**src/sv/wrapping_step_counter_core_assert.svh**
```systemverilog
// assertion macros for the wrapping step counter core
// expects clk and rst_n in the scope where a macro is used
`ifndef WRAPPING_STEP_COUNTER_CORE_ASSERT_SVH
`define WRAPPING_STEP_COUNTER_CORE_ASSERT_SVH

// same-cycle implication, checked outside reset
`define WSC_ASSERT_NOW(label, ante, cons, msg) \
  label: assert property (@(posedge clk) disable iff (!rst_n) (ante) |-> (cons)) \
    else $error(msg);

// next-cycle implication, checked outside reset
`define WSC_ASSERT_NEXT(label, ante, cons, msg) \
  label: assert property (@(posedge clk) disable iff (!rst_n) (ante) |=> (cons)) \
    else $error(msg);

`endif

```
**src/sv/wsc_pkg.sv**
```systemverilog
// types and constants shared by the wrapping step counter core
// no dependencies
`default_nettype none

package wsc_pkg;

  typedef enum logic [1:0] {
    MODE_TICK      = 2'd0,
    MODE_LOAD      = 2'd1,
    MODE_RESTART   = 2'd2,
    MODE_RECOMPUTE = 2'd3
  } mode_t;

  // configuration register indexes
  localparam logic [1:0] REG_STEP_SIZE   = 2'd0;
  localparam logic [1:0] REG_START_VALUE = 2'd1;
  localparam logic [1:0] REG_END_VALUE   = 2'd2;

  localparam logic signed [31:0] CNT_MAX = 32'sh7FFF_FFFF;
  localparam logic signed [31:0] CNT_MIN = 32'sh8000_0000;

  localparam logic signed [31:0] STEP_SIZE_RST   = 32'sd1;
  localparam logic signed [31:0] START_VALUE_RST = 32'sd0;
  localparam logic signed [31:0] END_VALUE_RST   = CNT_MAX;

  typedef struct packed {
    mode_t              mode;
    logic signed [31:0] load_value;
  } wsc_in_t;

  typedef struct packed {
    logic signed [31:0] count;
    logic               count_valid;
    logic               start_over;
    logic               at_end;
  } wsc_out_t;

  typedef struct packed {
    logic signed [31:0] step_size;
    logic signed [31:0] start_value;
    logic signed [31:0] end_value;
  } wsc_cfg_t;

  typedef struct packed {
    logic signed [31:0] next_count;
    logic               wrap;
  } wsc_step_t;

endpackage

`default_nettype wire

```
**src/sv/wsc_step.sv**
```systemverilog
// one counter step: add the signed step, test the wrap bound, pick the restart value
// depends on wsc_pkg
`default_nettype none

module wsc_step
  import wsc_pkg::*;
(
  input  wire wsc_cfg_t          cfg,
  input  wire logic signed [31:0] count_in,
  output wsc_step_t              step
);

  localparam logic signed [33:0] SatHi = {{2{CNT_MAX[31]}}, CNT_MAX};
  localparam logic signed [33:0] SatLo = {{2{CNT_MIN[31]}}, CNT_MIN};

  logic signed [33:0] n_ext;
  logic signed [33:0] s_ext;
  logic signed [33:0] e_ext;
  logic signed [33:0] i_ext;
  logic signed [33:0] delta;
  logic signed [33:0] sum;
  logic signed [33:0] rst_sum;
  logic signed [31:0] rst_sat;
  logic               fwd_range;
  logic               rev_range;
  logic               step_neg;
  logic               active;
  logic               wrap;

  // 34 bits keep every add and compare free of overflow
  always_comb begin
    n_ext     = {{2{count_in[31]}}, count_in};
    s_ext     = {{2{cfg.start_value[31]}}, cfg.start_value};
    e_ext     = {{2{cfg.end_value[31]}}, cfg.end_value};
    i_ext     = {{2{cfg.step_size[31]}}, cfg.step_size};
    fwd_range = cfg.end_value > cfg.start_value;
    rev_range = cfg.end_value < cfg.start_value;
    step_neg  = cfg.step_size[31];
    active    = (fwd_range || rev_range) && (cfg.step_size != 32'sd0);
    delta     = fwd_range ? i_ext : -i_ext;
    sum       = n_ext + delta;
    rst_sum   = e_ext + delta;

    if (rst_sum > SatHi) begin
      rst_sat = CNT_MAX;
    end else if (rst_sum < SatLo) begin
      rst_sat = CNT_MIN;
    end else begin
      rst_sat = rst_sum[31:0];
    end

    case ({step_neg, fwd_range})
      2'b01:   wrap = sum >= e_ext;
      2'b00:   wrap = sum <= e_ext;
      2'b11:   wrap = sum < s_ext;
      default: wrap = sum > s_ext;
    endcase

    step.wrap = active && wrap;
    if (!active) begin
      step.next_count = count_in;
    end else if (wrap) begin
      step.next_count = step_neg ? rst_sat : cfg.start_value;
    end else begin
      step.next_count = sum[31:0];
    end
  end

endmodule

`default_nettype wire

```
**src/sv/wrapping_step_counter_core.sv**
```systemverilog
// an accepted input transaction passes the input register, then the result register,
// before its result shows on the output
// throughput: one transaction per cycle while out_stall allows, set by the single
// add/compare step between the input register and the result register
// reset (rst_n low, synchronous): both stages empty, count state zero, step 1,
// start 0, end 0x7fffffff; no clearing pass
`default_nettype none
`include "wrapping_step_counter_core_assert.svh"

module wrapping_step_counter_core
  import wsc_pkg::*;
(
  input  wire logic        clk,
  input  wire logic        rst_n,
  input  wire logic        in_valid,
  output logic             in_stall,
  input  wire wsc_in_t     in_data,
  output logic             out_valid,
  input  wire logic        out_stall,
  output wsc_out_t         out_data,
  input  wire logic        cfg_valid,
  output logic             cfg_ready,
  input  wire logic [1:0]  cfg_index,
  input  wire logic [31:0] cfg_data
);

  logic               in_valid_r;
  wsc_in_t            in_data_r;
  logic               out_valid_r;
  logic               out_valid_nxt;
  wsc_out_t           out_data_r;
  wsc_out_t           out_data_nxt;
  logic signed [31:0] next_count_r;
  logic signed [31:0] next_count_nxt;
  logic signed [31:0] last_count_r;
  logic signed [31:0] last_count_nxt;
  logic               wrap_pending_r;
  logic               wrap_pending_nxt;
  wsc_cfg_t           cfg_r;
  logic signed [31:0] step_base;
  wsc_step_t          step;
  logic               proc;
  logic               in_take;

  assign cfg_ready = 1'b1;
  assign proc      = in_valid_r && (!out_valid_r || !out_stall);
  assign in_stall  = in_valid_r && !proc;
  assign in_take   = in_valid && !in_stall;
  assign out_valid = out_valid_r;
  assign out_data  = out_data_r;

  assign step_base = (in_data_r.mode == MODE_TICK) ? next_count_r : last_count_r;

  wsc_step u_step (
    .cfg      (cfg_r),
    .count_in (step_base),
    .step     (step)
  );

  always_comb begin
    next_count_nxt   = next_count_r;
    last_count_nxt   = last_count_r;
    wrap_pending_nxt = wrap_pending_r;
    out_data_nxt     = '0;
    case (in_data_r.mode)
      MODE_TICK: begin
        out_data_nxt.count       = next_count_r;
        out_data_nxt.count_valid = 1'b1;
        out_data_nxt.start_over  = wrap_pending_r;
        out_data_nxt.at_end      = step.wrap;
        last_count_nxt           = next_count_r;
        next_count_nxt           = step.next_count;
        wrap_pending_nxt         = step.wrap;
      end
      MODE_LOAD: begin
        next_count_nxt = in_data_r.load_value;
      end
      MODE_RESTART: begin
        next_count_nxt = cfg_r.start_value;
      end
      default: begin
        // recompute keeps any flag left from an earlier wrap
        next_count_nxt      = step.next_count;
        wrap_pending_nxt    = wrap_pending_r || step.wrap;
        out_data_nxt.at_end = wrap_pending_r || step.wrap;
      end
    endcase
  end

  always_comb begin
    if (proc) begin
      out_valid_nxt = 1'b1;
    end else if (!out_stall) begin
      out_valid_nxt = 1'b0;
    end else begin
      out_valid_nxt = out_valid_r;
    end
  end

  always_ff @(posedge clk) begin
    if (!rst_n) begin
      in_valid_r     <= 1'b0;
      out_valid_r    <= 1'b0;
      next_count_r   <= '0;
      last_count_r   <= '0;
      wrap_pending_r <= 1'b0;
      cfg_r.step_size   <= STEP_SIZE_RST;
      cfg_r.start_value <= START_VALUE_RST;
      cfg_r.end_value   <= END_VALUE_RST;
    end else begin
      out_valid_r <= out_valid_nxt;
      if (in_take) begin
        in_valid_r <= 1'b1;
      end else if (proc) begin
        in_valid_r <= 1'b0;
      end
      if (proc) begin
        next_count_r   <= next_count_nxt;
        last_count_r   <= last_count_nxt;
        wrap_pending_r <= wrap_pending_nxt;
      end
      if (cfg_valid && cfg_ready) begin
        case (cfg_index)
          REG_STEP_SIZE:   cfg_r.step_size   <= cfg_data;
          REG_START_VALUE: cfg_r.start_value <= cfg_data;
          REG_END_VALUE:   cfg_r.end_value   <= cfg_data;
          default:         ;
        endcase
      end
    end
  end

  // payload registers, no reset needed
  always_ff @(posedge clk) begin
    if (in_take) begin
      in_data_r <= in_data;
    end
    if (proc) begin
      out_data_r <= out_data_nxt;
    end
  end

  `WSC_ASSERT_NOW(a_start_over_on_tick, out_valid_r && out_data_r.start_over,
    out_data_r.count_valid, "start_over without a count")
  `WSC_ASSERT_NEXT(a_pending_matches_at_end,
    proc && (in_data_r.mode == MODE_TICK || in_data_r.mode == MODE_RECOMPUTE),
    wrap_pending_r == out_data_r.at_end, "wrap flag differs from reported at_end")
  `WSC_ASSERT_NEXT(a_in_reg_holds, in_valid_r && !proc,
    in_valid_r && $stable(in_data_r), "input register overwritten before use")
  `WSC_ASSERT_NEXT(a_zero_step_holds,
    proc && in_data_r.mode == MODE_TICK && cfg_r.step_size == 32'sd0,
    next_count_r == $past(next_count_r) && !wrap_pending_r, "zero step moved the count")

endmodule

`default_nettype wire

```
**config.mk**
```make
export PLATFORM = sky130hd
export DESIGN_NAME = wrapping_step_counter_core
export DESIGN_NICKNAME = d
export VERILOG_FILES = /design/src/sv/wsc_pkg.sv /design/src/sv/wsc_step.sv /design/src/sv/wrapping_step_counter_core.sv
export VERILOG_INCLUDE_DIRS = /design/src /design/src/sv
export SDC_FILE = /design/constraint.sdc
export NUM_CORES = 1
export LEC_CHECK = 0
export BUFFER_PORTS_ARGS = -buffer_cell sky130_fd_sc_hd__buf_2
export CAP_MARGIN = 20
export CORE_MARGIN = 2
export CORE_UTILIZATION = 40
export DETAILED_ROUTE_END_ITERATION = 8
export PLACE_DENSITY_LB_ADDON = 0.3
export SYNTH_ARGS = -nofsm -noshare
export SYNTH_HDL_FRONTEND = slang
export SYNTH_SLANG_ARGS = --single-unit
export TNS_END_PERCENT = 5
```
**constraint.sdc**
```tcl
create_clock -name clk -period 23.7 [get_ports clk]
set_input_delay 2.37 -clock clk [delete_from_list [all_inputs] [get_ports clk]]
set_output_delay 2.37 -clock clk [all_outputs]
set_load 0.1 [all_outputs]
```
==> impl_results.md, run 1 <==
- Hold_ws: 0.478 ns
- Slew margin rel.: 31.7%
- Final worst path period need: 9.43 ns
- H-tree depth: 1
- Worst-case clock buffer depth: 3
- RSZ-0062 raised after global routing: no
- Boundary Pins: 111
- Outcome: finished clean
- First-pass GRT wire length: 89.1 mm
- CP max stage cell: or4_1
- Most used cell along the critical path: a21o_1
- Post-CTS Hold Fix Bufs: 0
- GRT Total Usage: 26.6%
- # setup viols final: 0
- Initial DRC count: 1619
- Skew-Pair Late Insertion Delay: 0.59 ns
- CP arrival: 9.91 ns
- Synthesized instance count: 2036
- Flops & latches, synth: 232
- NumNets Final: 2338
- Routed WL: 58.7 mm
- Pwr/cell area: 85.1 mW/mm^2
- DRT antenna net count: 0
- Post-synth EDFFs: 69
- Crit-path max cell delay: 0.55 ns
- Most common cell in the netlist: nand2_1
- Num rows: 74
- VDD IR max: 0.0000589 V
- HPWL Detailed: 44.8 mm
- Setup crit end kind: flop
- Area Growth Syn to Fin: 12.0%
- CP Launch Type: flop
- Largest net degree at the start of global routing: 101
- Synth Cell Area: 0.0165 mm^2
- Post-synth top cells: 260 x nand2_1, 222 x a21oi_1, 171 x ha_1, 163 x dfxtp_1, 138 x inv_1
- Largest fanout on the critical path: 33
- Number of global-route vias before repair: 14600
- DR pass1 iterations: 8
- Die Width: 207 um
- Number of port buffers: 109
- Clock root cell: clkbuf_16
- CP Class: flop to flop
- Vias per inst: 5.99
- Share of cells above drive strength 1: 10.3%
- Fmax: 106 MHz
- Max Clock Skew: 0.0220 ns
- Synth top area share: 19.7%
- Fin crit share: 39.8%
- Static Leak: 7.87 nW
- TritonCTS Buffers: 29
- Max-cap viol count: 0
- # clock sinks: 232
- Synth unique cells: 84
- DRC: 0
- Synth Flop Type: dfxtp_1
- Syn. warnings: 0
- Die Span Y: 207 um
- Final hold violation count: 0
- TNS Setup: 0 ns
- Area leader, netlist: dfxtp_1
- Total gr overflow: 0
- Worst slew pin tran: 1.02 ns
- Full die area: 0.0430 mm^2
- Slew Viols, Final: 0
- Cts repair resizes: 0
- Ys async rst share: 0%
- Post-CTS setup buffers: 0
- Critical Path RT: 24.18 ns
- Largest cells by area after synthesis: dfxtp_1 20%, ha_1 13%, edfxtp_1 13%
- Seq/Total Area, Yosys: 32.3%
- Hold WC Path Type: flop to flop
- Placer congestion estimate: 0.965
- Clk slew on worst S/H paths: 0.06 ns
- Avg Cell Area, Syn: 8.12 um^2
- Routed len/inst: 22.2 um
- Initial antenna violation count: 0
- Net count after synthesis: 2282
- Core ar.: 0.0408 mm^2
- Initial Utilization: 40.5%
- Diodes inserted: 0
- CTS tree: built
- Via count: 15800
power breakdown:
group | leakage (nW) | switching (mW) | internal, mW
Sequential | 2.01 | 0.0171 | 0.432
Combinational | 5.38 | 0.436 | 0.220
Clock | 0.477 | 0.188 | 0.282
through the flow:
step           area [um^2]  std cells  utilization [%]  total power, mW  setup WS, ns
4_1_cts              18500       2645             45.3             1.56         14.39
5_1_grt              18500       2646             45.3             1.65         13.83
6_report             18500       2646             45.3             1.58         14.27
2_1_floorplan        16500       2036                -            0.900         16.01
3_3_place_gp         17500       2592             42.9             1.09         14.56
3_5_place_dp         17500       2592             42.9             1.09         14.44
critical path, delay by kind of cell (launching register included):
kind | cells | cell delay [ns]
adders and majority gates | 3 | 1.17
AOI/OAI and AO/OA | 16 | 3.61
and+or+nand+nor | 8 | 2.33
DFF | 1 | 0.45
buffers and inverters | 4 | 1.00
xor gates and xnor gates | 2 | 0.73
cells by family (layout without fill, tap and decap cells):
kind of cell,after synthesis,in the layout,share of synthesized area [%]
other,1,1,0.0227
XOR/XNOR,90,90,4.77
AO/OA/AOI/OAI,658,658,25.7
multiplexers,4,4,0.280
adder cells (fa/ha/maj),173,173,13.2
buffers and inverters,248,326,5.88
flip-flops,232,232,32.3
AND/OR/NAND/NOR,630,630,17.8
cell usage in the layout, fill, tap and decap left out, types with 21 or more instances in the layout:
| master | n |
|---|---|
| o21ai_0 | 82 |
| edfxtp_1 | 69 |
| clkbuf_16 | 29 |
| a22oi_1 | 36 |
| o211ai_1 | 67 |
| nand2_1 | 260 |
| a31oi_1 | 21 |
| and2_1 | 38 |
| dfxtp_1 | 162 |
| inv_1 | 136 |
| nor2_1 | 124 |
| xnor2_1 | 60 |
| a21oi_1 | 222 |
| ha_1 | 171 |
| nor3_1 | 28 |
| a311oi_1 | 24 |
| xor2_1 | 30 |
| nand3_1 | 63 |
| buf_4 | 25 |
| a211oi_1 | 35 |
| buf_2 | 109 |
| nand4_1 | 26 |
| a21o_1 | 37 |
layer usage:
metal / share of wire (%) / routed length [um] / global-route usage [%]
met1: 47 / 27300 / 40.6
met3: 11 / 6500 / 5.04
met2: 40 / 23400 / 37.8
met4: 2.6 / 1510 / 7.19
met5: 0 / 0 / 0
path summary, 6_finish.rpt:
path / startpoint / end / slack (ns) / depth (start not counted)
max: cfg_r[63]$_SDFFE_PN0P_ / next_count_r[26]$_SDFFE_PN0P_ / 14.27 / 33
min: cfg_r[41]$_SDFFE_PN0P_ / cfg_r[41]$_SDFFE_PN0P_ / 0.48 / 2
min reg2reg: cfg_r[41]$_SDFFE_PN0P_ / cfg_r[41]$_SDFFE_PN0P_ / 0.48 / 2
max reg2reg: cfg_r[63]$_SDFFE_PN0P_ / next_count_r[26]$_SDFFE_PN0P_ / 14.27 / 33
cell type report:
class	count	area, um^2
Clock inverter	20	246
Clock buffer	33	751
Fill cell	4001	22300
Inverter	138	522
Tap cell	532	666
Sequential cell	232	5340
Timing Repair Buffer	135	753
Multi-Input combinational cell	1556	10200
sequential cells by signal, indices dropped and copies added (netlist names):
register and flops:
cfg_r 96, out_valid 1, last_count_r 32, in_data_r 34, out_data 35, wrap_pending_r 1
next_count_r 32, in_valid_r 1
(Power assumes the default switching activity.)
==> run 2: changes to the inputs <==
clock period = 7.5 ns   (was 23.7 ns; I/O delays follow)
==> run 2 against run 1 <==
The flow now finishes with violations (setup timing). Sequential share of layout area down 3.9 points. Highest routed layer unchanged. Maximum frequency is 22% higher. Hold slack worse by 0.13 ns. Critical path type unchanged. Largest power group unchanged. Final area rose by 16%.
==> impl_results.md, run 2 (synthesis gave the netlist of run 1 again) <==
- TritonCTS Buffers: 28 (was 29)
- Logic gate share of total power: 48.4% (was 41.7%)
- Largest Register: cfg_r (unchanged)
- Reg2reg start: cfg_r[57]$_SDFFE_PN0P_ (was cfg_r[63]$_SDFFE_PN0P_)
- Clk slew on worst S/H paths: 0.07 ns (was 0.06 ns)
- Slew Viols, Final: 0 (unchanged)
- Core ar.: 0.0408 mm^2 (unchanged)
- NetSw: 2.10 mW (was 0.641 mW)
- Most frequent cells in the layout: 332 x buf_4, 258 x nand2_1, 207 x a21oi_1 (was 260 x nand2_1, 222 x a21oi_1, 171 x ha_1)
- Largest net degree at the start of global routing: 100 (was 101)
- DRT antenna net count: 0 (unchanged)
- Internal power: 3.20 mW (was 0.934 mW)
- # clock sinks: 232 (unchanged)
- Pwr/cell area: 246 mW/mm^2 (was 85.1 mW/mm^2)
- Worst-case clock buffer depth: 3 (unchanged)
- Placed cell area: 0.0197 mm^2 (was 0.0175 mm^2)
- Routed len/inst: 21.2 um (was 22.2 um)
- Failing checks: setup timing
- Number of port buffers: 109 (unchanged)
- Total power: 5.29 mW (was 1.58 mW)
- Share of cells above drive strength 1: 25.9% (was 10.3%)
- Static Leak: 9.52 nW (was 7.87 nW)
- Design Area, Final: 0.0215 mm^2 (was 0.0185 mm^2)
- Setup WS pre-CTS: -0.866 ns (was 14.44 ns)
- Final worst path period need: 7.70 ns (was 9.43 ns)
- Initial Utilization: 40.5% (unchanged)
- FF+latch area: 0.00535 mm^2 (was 0.00534 mm^2)
- Worst R2R Path Depth: 33 (unchanged)
- HPWL Detailed: 49.5 mm (was 44.8 mm)
- CP arrival: 8.19 ns (was 9.91 ns)
- Fill cells: 3850 (was 4001)
- Most common cell after layout, fill and taps aside: buf_4 (was nand2_1)
- Largest fanout on the critical path: 8 (was 33)
- Final hold violation count: 0 (unchanged)
- Total gr overflow: 0 (unchanged)
- Setup crit end kind: flop (unchanged)
- Multi-input logic area: 0.0109 mm^2 (was 0.0102 mm^2)
- CTS tree: built (unchanged)
- Critical Path RT: 7.99 ns (was 24.18 ns)
- Area Growth Syn to Fin: 30.0% (was 12.0%)
- Hold path cells: 1 (was 2)
- GRT Total Usage: 28.1% (was 26.6%)
- # setup viols final: 27 (was 0)
- Skew-Pair Late Insertion Delay: 0.58 ns (was 0.59 ns)
- First-pass GRT wire length: 94.5 mm (was 89.1 mm)
- Num rows: 74 (unchanged)
- Slew margin rel.: 25.2% (was 31.7%)
- Clock power frac: 24.9% (was 29.8%)
- H-tree depth: 1 (unchanged)
- RSZ-0062 raised after global routing: yes (was no)
- Full die area: 0.0430 mm^2 (unchanged)
- Max FFs per register: 96 (unchanged)
- Fmax: 130 MHz (was 106 MHz)
- Max Clock Skew: 0.0142 ns (was 0.0220 ns)
- VDD IR max: 0.000168 V (was 0.0000589 V)
- Routed WL: 62.7 mm (was 58.7 mm)
- Outcome: finished, violations left (was finished clean)
- Number of global-route vias before repair: 16000 (was 14600)
- Fin cells: 2960 (was 2646)
- Diodes inserted: 0 (unchanged)
- Crit-path max cell delay: 0.61 ns (was 0.55 ns)
- Clock root cell: clkbuf_16 (unchanged)
- Worst flop-to-flop path endpoint: next_count_r[0]$_SDFFE_PN0P_ (was next_count_r[26]$_SDFFE_PN0P_)
- Die Width: 207 um (unchanged)
- DRC: 0 (unchanged)
- Initial antenna violation count: 0 (unchanged)
- Placer congestion estimate: 0.943 (was 0.965)
- Worst slew pin tran: 1.12 ns (was 1.02 ns)
- Vias per inst: 5.72 (was 5.99)
- CP max stage cell: or4_4 (was or4_1)
- R2R Setup Slk: -0.20 ns (was 14.27 ns)
- Hold WC Path Type: primary input to flop (was flop to flop)
- Max-cap viol count: 0 (unchanged)
- Fin crit share: 103% (was 39.8%)
- Setup ws final: -0.201 ns (was 14.27 ns)
- Initial DRC count: 1430 (was 1619)
- Placed Cells: 2885 (was 2592)
- Post-CTS Hold Fix Bufs: 0 (unchanged)
- CP Launch Type: flop (unchanged)
- Die Span Y: 207 um (unchanged)
- Hold EP: in_data_r[2]$_DFFE_PP_ (was cfg_r[41]$_SDFFE_PN0P_)
- Via count: 16900 (was 15800)
- CP Class: flop to flop (unchanged)
- Boundary Pins: 111 (unchanged)
- DR pass1 iterations: 5 (was 8)
- Sequential group share of total power: 26.6% (was 28.5%)
- Switching Share: 39.6% (was 40.7%)
- Hold_sp: in_data[2] (was cfg_r[41]$_SDFFE_PN0P_)
- Most used cell along the critical path: a21o_1 (unchanged)
- NumNets Final: 2652 (was 2338)
==> run 2: worst max path at each step <==
stage,startpoint,end,slack [ns]
detailed placement,cfg_r[39]$_SDFFE_PN0P_,next_count_r[0]$_SDFFE_PN0P_,-0.87
floorplan,cfg_r[59]$_SDFFE_PN0P_,next_count_r[27]$_SDFFE_PN0P_,0.02
CTS,cfg_r[59]$_SDFFE_PN0P_,next_count_r[0]$_SDFFE_PN0P_,-0.03
finish,cfg_r[57]$_SDFFE_PN0P_,next_count_r[0]$_SDFFE_PN0P_,-0.20
global route,cfg_r[57]$_SDFFE_PN0P_,next_count_r[0]$_SDFFE_PN0P_,-0.54
global placement,cfg_r[39]$_SDFFE_PN0P_,next_count_r[27]$_SDFFE_PN0P_,-0.86
==> run 2: metal layers <==
| metal | share of wire (%) | GRT usage [%] | up-vias |
|---|---|---|---|
| li1 | - | - | 8177 |
| met2 | 41 | 40.9 | 656 |
| met4 | 2.6 | 7.39 | 0 |
| met1 | 48 | 42.0 | 8022 |
| met5 | 0 | 0 | - |
| met3 | 9.0 | 5.89 | 72 |
==> run 2: worst max-delay path, delay by kind of cell, from the launching register on <==
family	cells	cell delay, ns
compound gates	19	4.09
simple gates	6	1.61
fa+ha+maj	3	0.78
buf+inv	3	0.39
xor+xnor	2	0.37
flops	1	0.36
==> run 2: layout make-up <==
cell class / instances / share of cell area (%)
Multi-Input combinational cell: 1556 / 50.7
Clock inverter: 20 / 0.786
Tap cell: 532 / 3.10
Timing Repair Buffer: 450 / 14.7
Clock buffer: 32 / 3.38
Sequential cell: 232 / 24.9
Inverter: 138 / 2.43
==> run 2: power by group through the flow <==
| stage | clock, mW | combinational, mW | sequential [mW] |
|---|---|---|---|
| after floorplan | 0 | 1.37 | 1.48 |
| final | 1.32 | 2.57 | 1.41 |
| after detailed placement | 0 | 2.36 | 1.43 |
| after CTS | 1.34 | 2.45 | 1.41 |
| after global placement | 0 | 2.34 | 1.43 |
| after global routing | 1.39 | 2.77 | 1.42 |
==> run 2: timing repair <==
action	4_1_cts	5_1_grt
cloned	0	0
gates resized for setup	74	56
pin swaps	57	55
setup buffers	16	7
endpoints found under the setup margin	34	34
==> run 2: stage by stage <==
stage,TNS (ns),hold WS (ns),util [%]
finish,-1.72,0.347,52.6
global placement,-23.22,0.468,48.4
CTS,-0.108,0.325,51.8
detailed placement,-22.74,0.475,48.4
floorplan,0,0.450,-
global route,-13.23,0.335,52.6
==> run 3: changes to the inputs <==
PLACE_DENSITY = 0.64   (was default)
PLACE_DENSITY_LB_ADDON = default   (was 0.3)
SETUP_SLACK_MARGIN = 0.5   (was default)
==> run 3 against run 2 <==
Cell count down 0.57%. Highest routed layer unchanged. Critical path depth stayed put. The flow still finishes with violations (setup timing). Combinational power is essentially flat. Worst setup slack better by 0.058 ns. Global-route usage shrank 0.94 points. Register-to-register slack better by 0.06 ns. Die area is the same.
==> impl_results.md, run 3 (synthesis gave the netlist of run 1 again) <==
- Outcome: finished, violations left (unchanged)
- Failing checks: setup timing (unchanged)
- Largest Register: cfg_r (unchanged)
- Placed Cells: 2874 (was 2885)
- Crit-path max cell delay: 0.62 ns (was 0.61 ns)
- Clock root cell: clkbuf_16 (unchanged)
- First-pass GRT wire length: 91.7 mm (was 94.5 mm)
- Critical Path RT: 7.99 ns (about the same)
- Via count: 16800 (was 16900)
- Largest fanout on the critical path: 8 (unchanged)
- CP Launch Type: flop (unchanged)
- HPWL Detailed: 47.6 mm (was 49.5 mm)
- Final worst path period need: 7.64 ns (was 7.70 ns)
- Vias per inst: 5.72 (about the same)
- Post-CTS Hold Fix Bufs: 0 (unchanged)
- Clock power frac: 25.0% (was 24.9%)
- Placer congestion estimate: 0.957 (was 0.943)
- Setup crit end kind: flop (unchanged)
- Worst slew pin tran: 1.06 ns (was 1.12 ns)
- Fin crit share: 102% (was 103%)
- Slew Viols, Final: 0 (unchanged)
- Full die area: 0.0430 mm^2 (unchanged)
- Worst-case clock buffer depth: 3 (unchanged)
- H-tree depth: 1 (unchanged)
- GRT Total Usage: 27.2% (was 28.1%)
- Pwr/cell area: 247 mW/mm^2 (was 246 mW/mm^2)
- Logic gate share of total power: 48.5% (was 48.4%)
- Largest net degree at the start of global routing: 90 (was 100)
- Routed WL: 61.1 mm (was 62.7 mm)
- Initial antenna violation count: 0 (unchanged)
- DRC: 0 (unchanged)
- Most frequent cells in the layout: 316 x buf_4, 256 x nand2_1, 205 x a21oi_1 (was 332 x buf_4, 258 x nand2_1, 207 x a21oi_1)
- Num rows: 74 (unchanged)
- CP max stage cell: or4_4 (unchanged)
- Die Width: 207 um (unchanged)
- Core ar.: 0.0408 mm^2 (unchanged)
- Fmax: 131 MHz (was 130 MHz)
- Clk slew on worst S/H paths: 0.07 ns (about the same)
- RSZ-0062 raised after global routing: yes (unchanged)
- Initial Utilization: 40.5% (unchanged)
- Internal power: 3.25 mW (was 3.20 mW)
- Fill cells: 3805 (was 3850)
- Finished Core Util: 52.8% (was 52.6%)
- Switching Share: 39.0% (was 39.6%)
- Skew-Pair Late Insertion Delay: 0.57 ns (was 0.58 ns)
- Final hold violation count: 0 (unchanged)
- TritonCTS Buffers: 27 (was 28)
- Area Growth Syn to Fin: 30.4% (was 30.0%)
- Hold_ws: 0.356 ns (was 0.347 ns)
- Fin cells: 2943 (was 2960)
- # setup viols final: 12 (was 27)
- DR pass1 iterations: 6 (was 5)
- Sequential group share of total power: 26.5% (was 26.6%)
- Die Span Y: 207 um (unchanged)
- VDD IR max: 0.000171 V (was 0.000168 V)
- Slew margin rel.: 29.3% (was 25.2%)
- Setup ws final: -0.143 ns (was -0.201 ns)
- NumNets Final: 2636 (was 2652)
- Max FFs per register: 96 (unchanged)
- Diodes inserted: 0 (unchanged)
- Most used cell along the critical path: a21o_1 (unchanged)
- Number of global-route vias before repair: 15600 (was 16000)
- Routed len/inst: 20.8 um (was 21.2 um)
- Max-cap viol count: 0 (unchanged)
- Number of port buffers: 109 (unchanged)
- Share of cells above drive strength 1: 26.7% (was 25.9%)
- DRT antenna net count: 0 (unchanged)
- NetSw: 2.07 mW (was 2.10 mW)
- Most common cell after layout, fill and taps aside: buf_4 (unchanged)
- Boundary Pins: 111 (unchanged)
- Initial DRC count: 1572 (was 1430)
- CP Class: flop to flop (unchanged)
- Max Clock Skew: 0.0177 ns (was 0.0142 ns)
- Total gr overflow: 0 (unchanged)
- CP arrival: 8.13 ns (was 8.19 ns)
- Hold WC Path Type: primary input to flop (unchanged)
- CTS tree: built (unchanged)
- # clock sinks: 232 (unchanged)
- Static Leak: 9.46 nW (was 9.52 nW)
-- run 3: what timing repair did --
action	CTS	global route
endpoints found under the setup margin	34	34
setup buffers	11	6
pin swaps	39	71
resized for setup	39	101
cloned	0	1
-- run 3: layout make-up --
cell class / count / area (um^2) / share of cell area, %
well taps: 532 / 666 / 3.09
clock inverters: 13 / 151 / 0.702
clock buffers: 37 / 733 / 3.40
repair buffers: 435 / 3070 / 14.3
multi-input cells: 1556 / 11100 / 51.3
flip-flops and latches: 232 / 5360 / 24.8
inverters: 138 / 522 / 2.42
-- run 3: worst paths after layout --
check	startpoint	to	slack, ns	cells past startpoint
max	cfg_r[49]$_SDFFE_PN0P_	next_count_r[27]$_SDFFE_PN0P_	-0.14	33
min	in_data[2]	in_data_r[2]$_DFFE_PP_	0.36	1
min reg2reg	cfg_r[85]$_SDFFE_PN0P_	cfg_r[85]$_SDFFE_PN0P_	0.48	2
max reg2reg	cfg_r[49]$_SDFFE_PN0P_	next_count_r[27]$_SDFFE_PN0P_	-0.14	33
-- run 3: stage by stage --
step	worst slack (ns)	power, mW	setup TNS (ns)	area (um^2)
floorplan	0.470	2.87	0	16700
global placement	-0.532	3.73	-12.62	19800
detailed placement	-0.647	3.77	-13.79	19800
CTS	-0.0565	5.16	-0.207	21000
global route	-0.373	5.59	-7.91	21600
finish	-0.143	5.32	-0.782	21600
-- run 3: power by group through the flow --
stage	combinational [mW]	clock (mW)	sequential, mW
after floorplan	1.38	0	1.48
after global placement	2.30	0	1.43
after detailed placement	2.34	0	1.43
after CTS	2.40	1.36	1.41
after global routing	2.78	1.40	1.42
final	2.58	1.33	1.41
-- run 3: critical path: cells and delay by family (launching register included) --
kind / cells / cell delay [ns]
compound gates: 18 / 3.66
xor+xnor: 2 / 0.34
fa+ha+maj: 3 / 0.69
simple gates: 5 / 1.81
flops: 1 / 0.33
buf+inv: 5 / 0.68
-- run 3: routing by layer --
metal  vias to the layer above  GRT usage [%]  wire length (um)
met3                        65           3.98              5810
met2                       677           39.5             25200
met1                      7945           42.1             29000
met5                         -              0                 0
met4                         0           5.96              1170
li1                       8136              -                 -
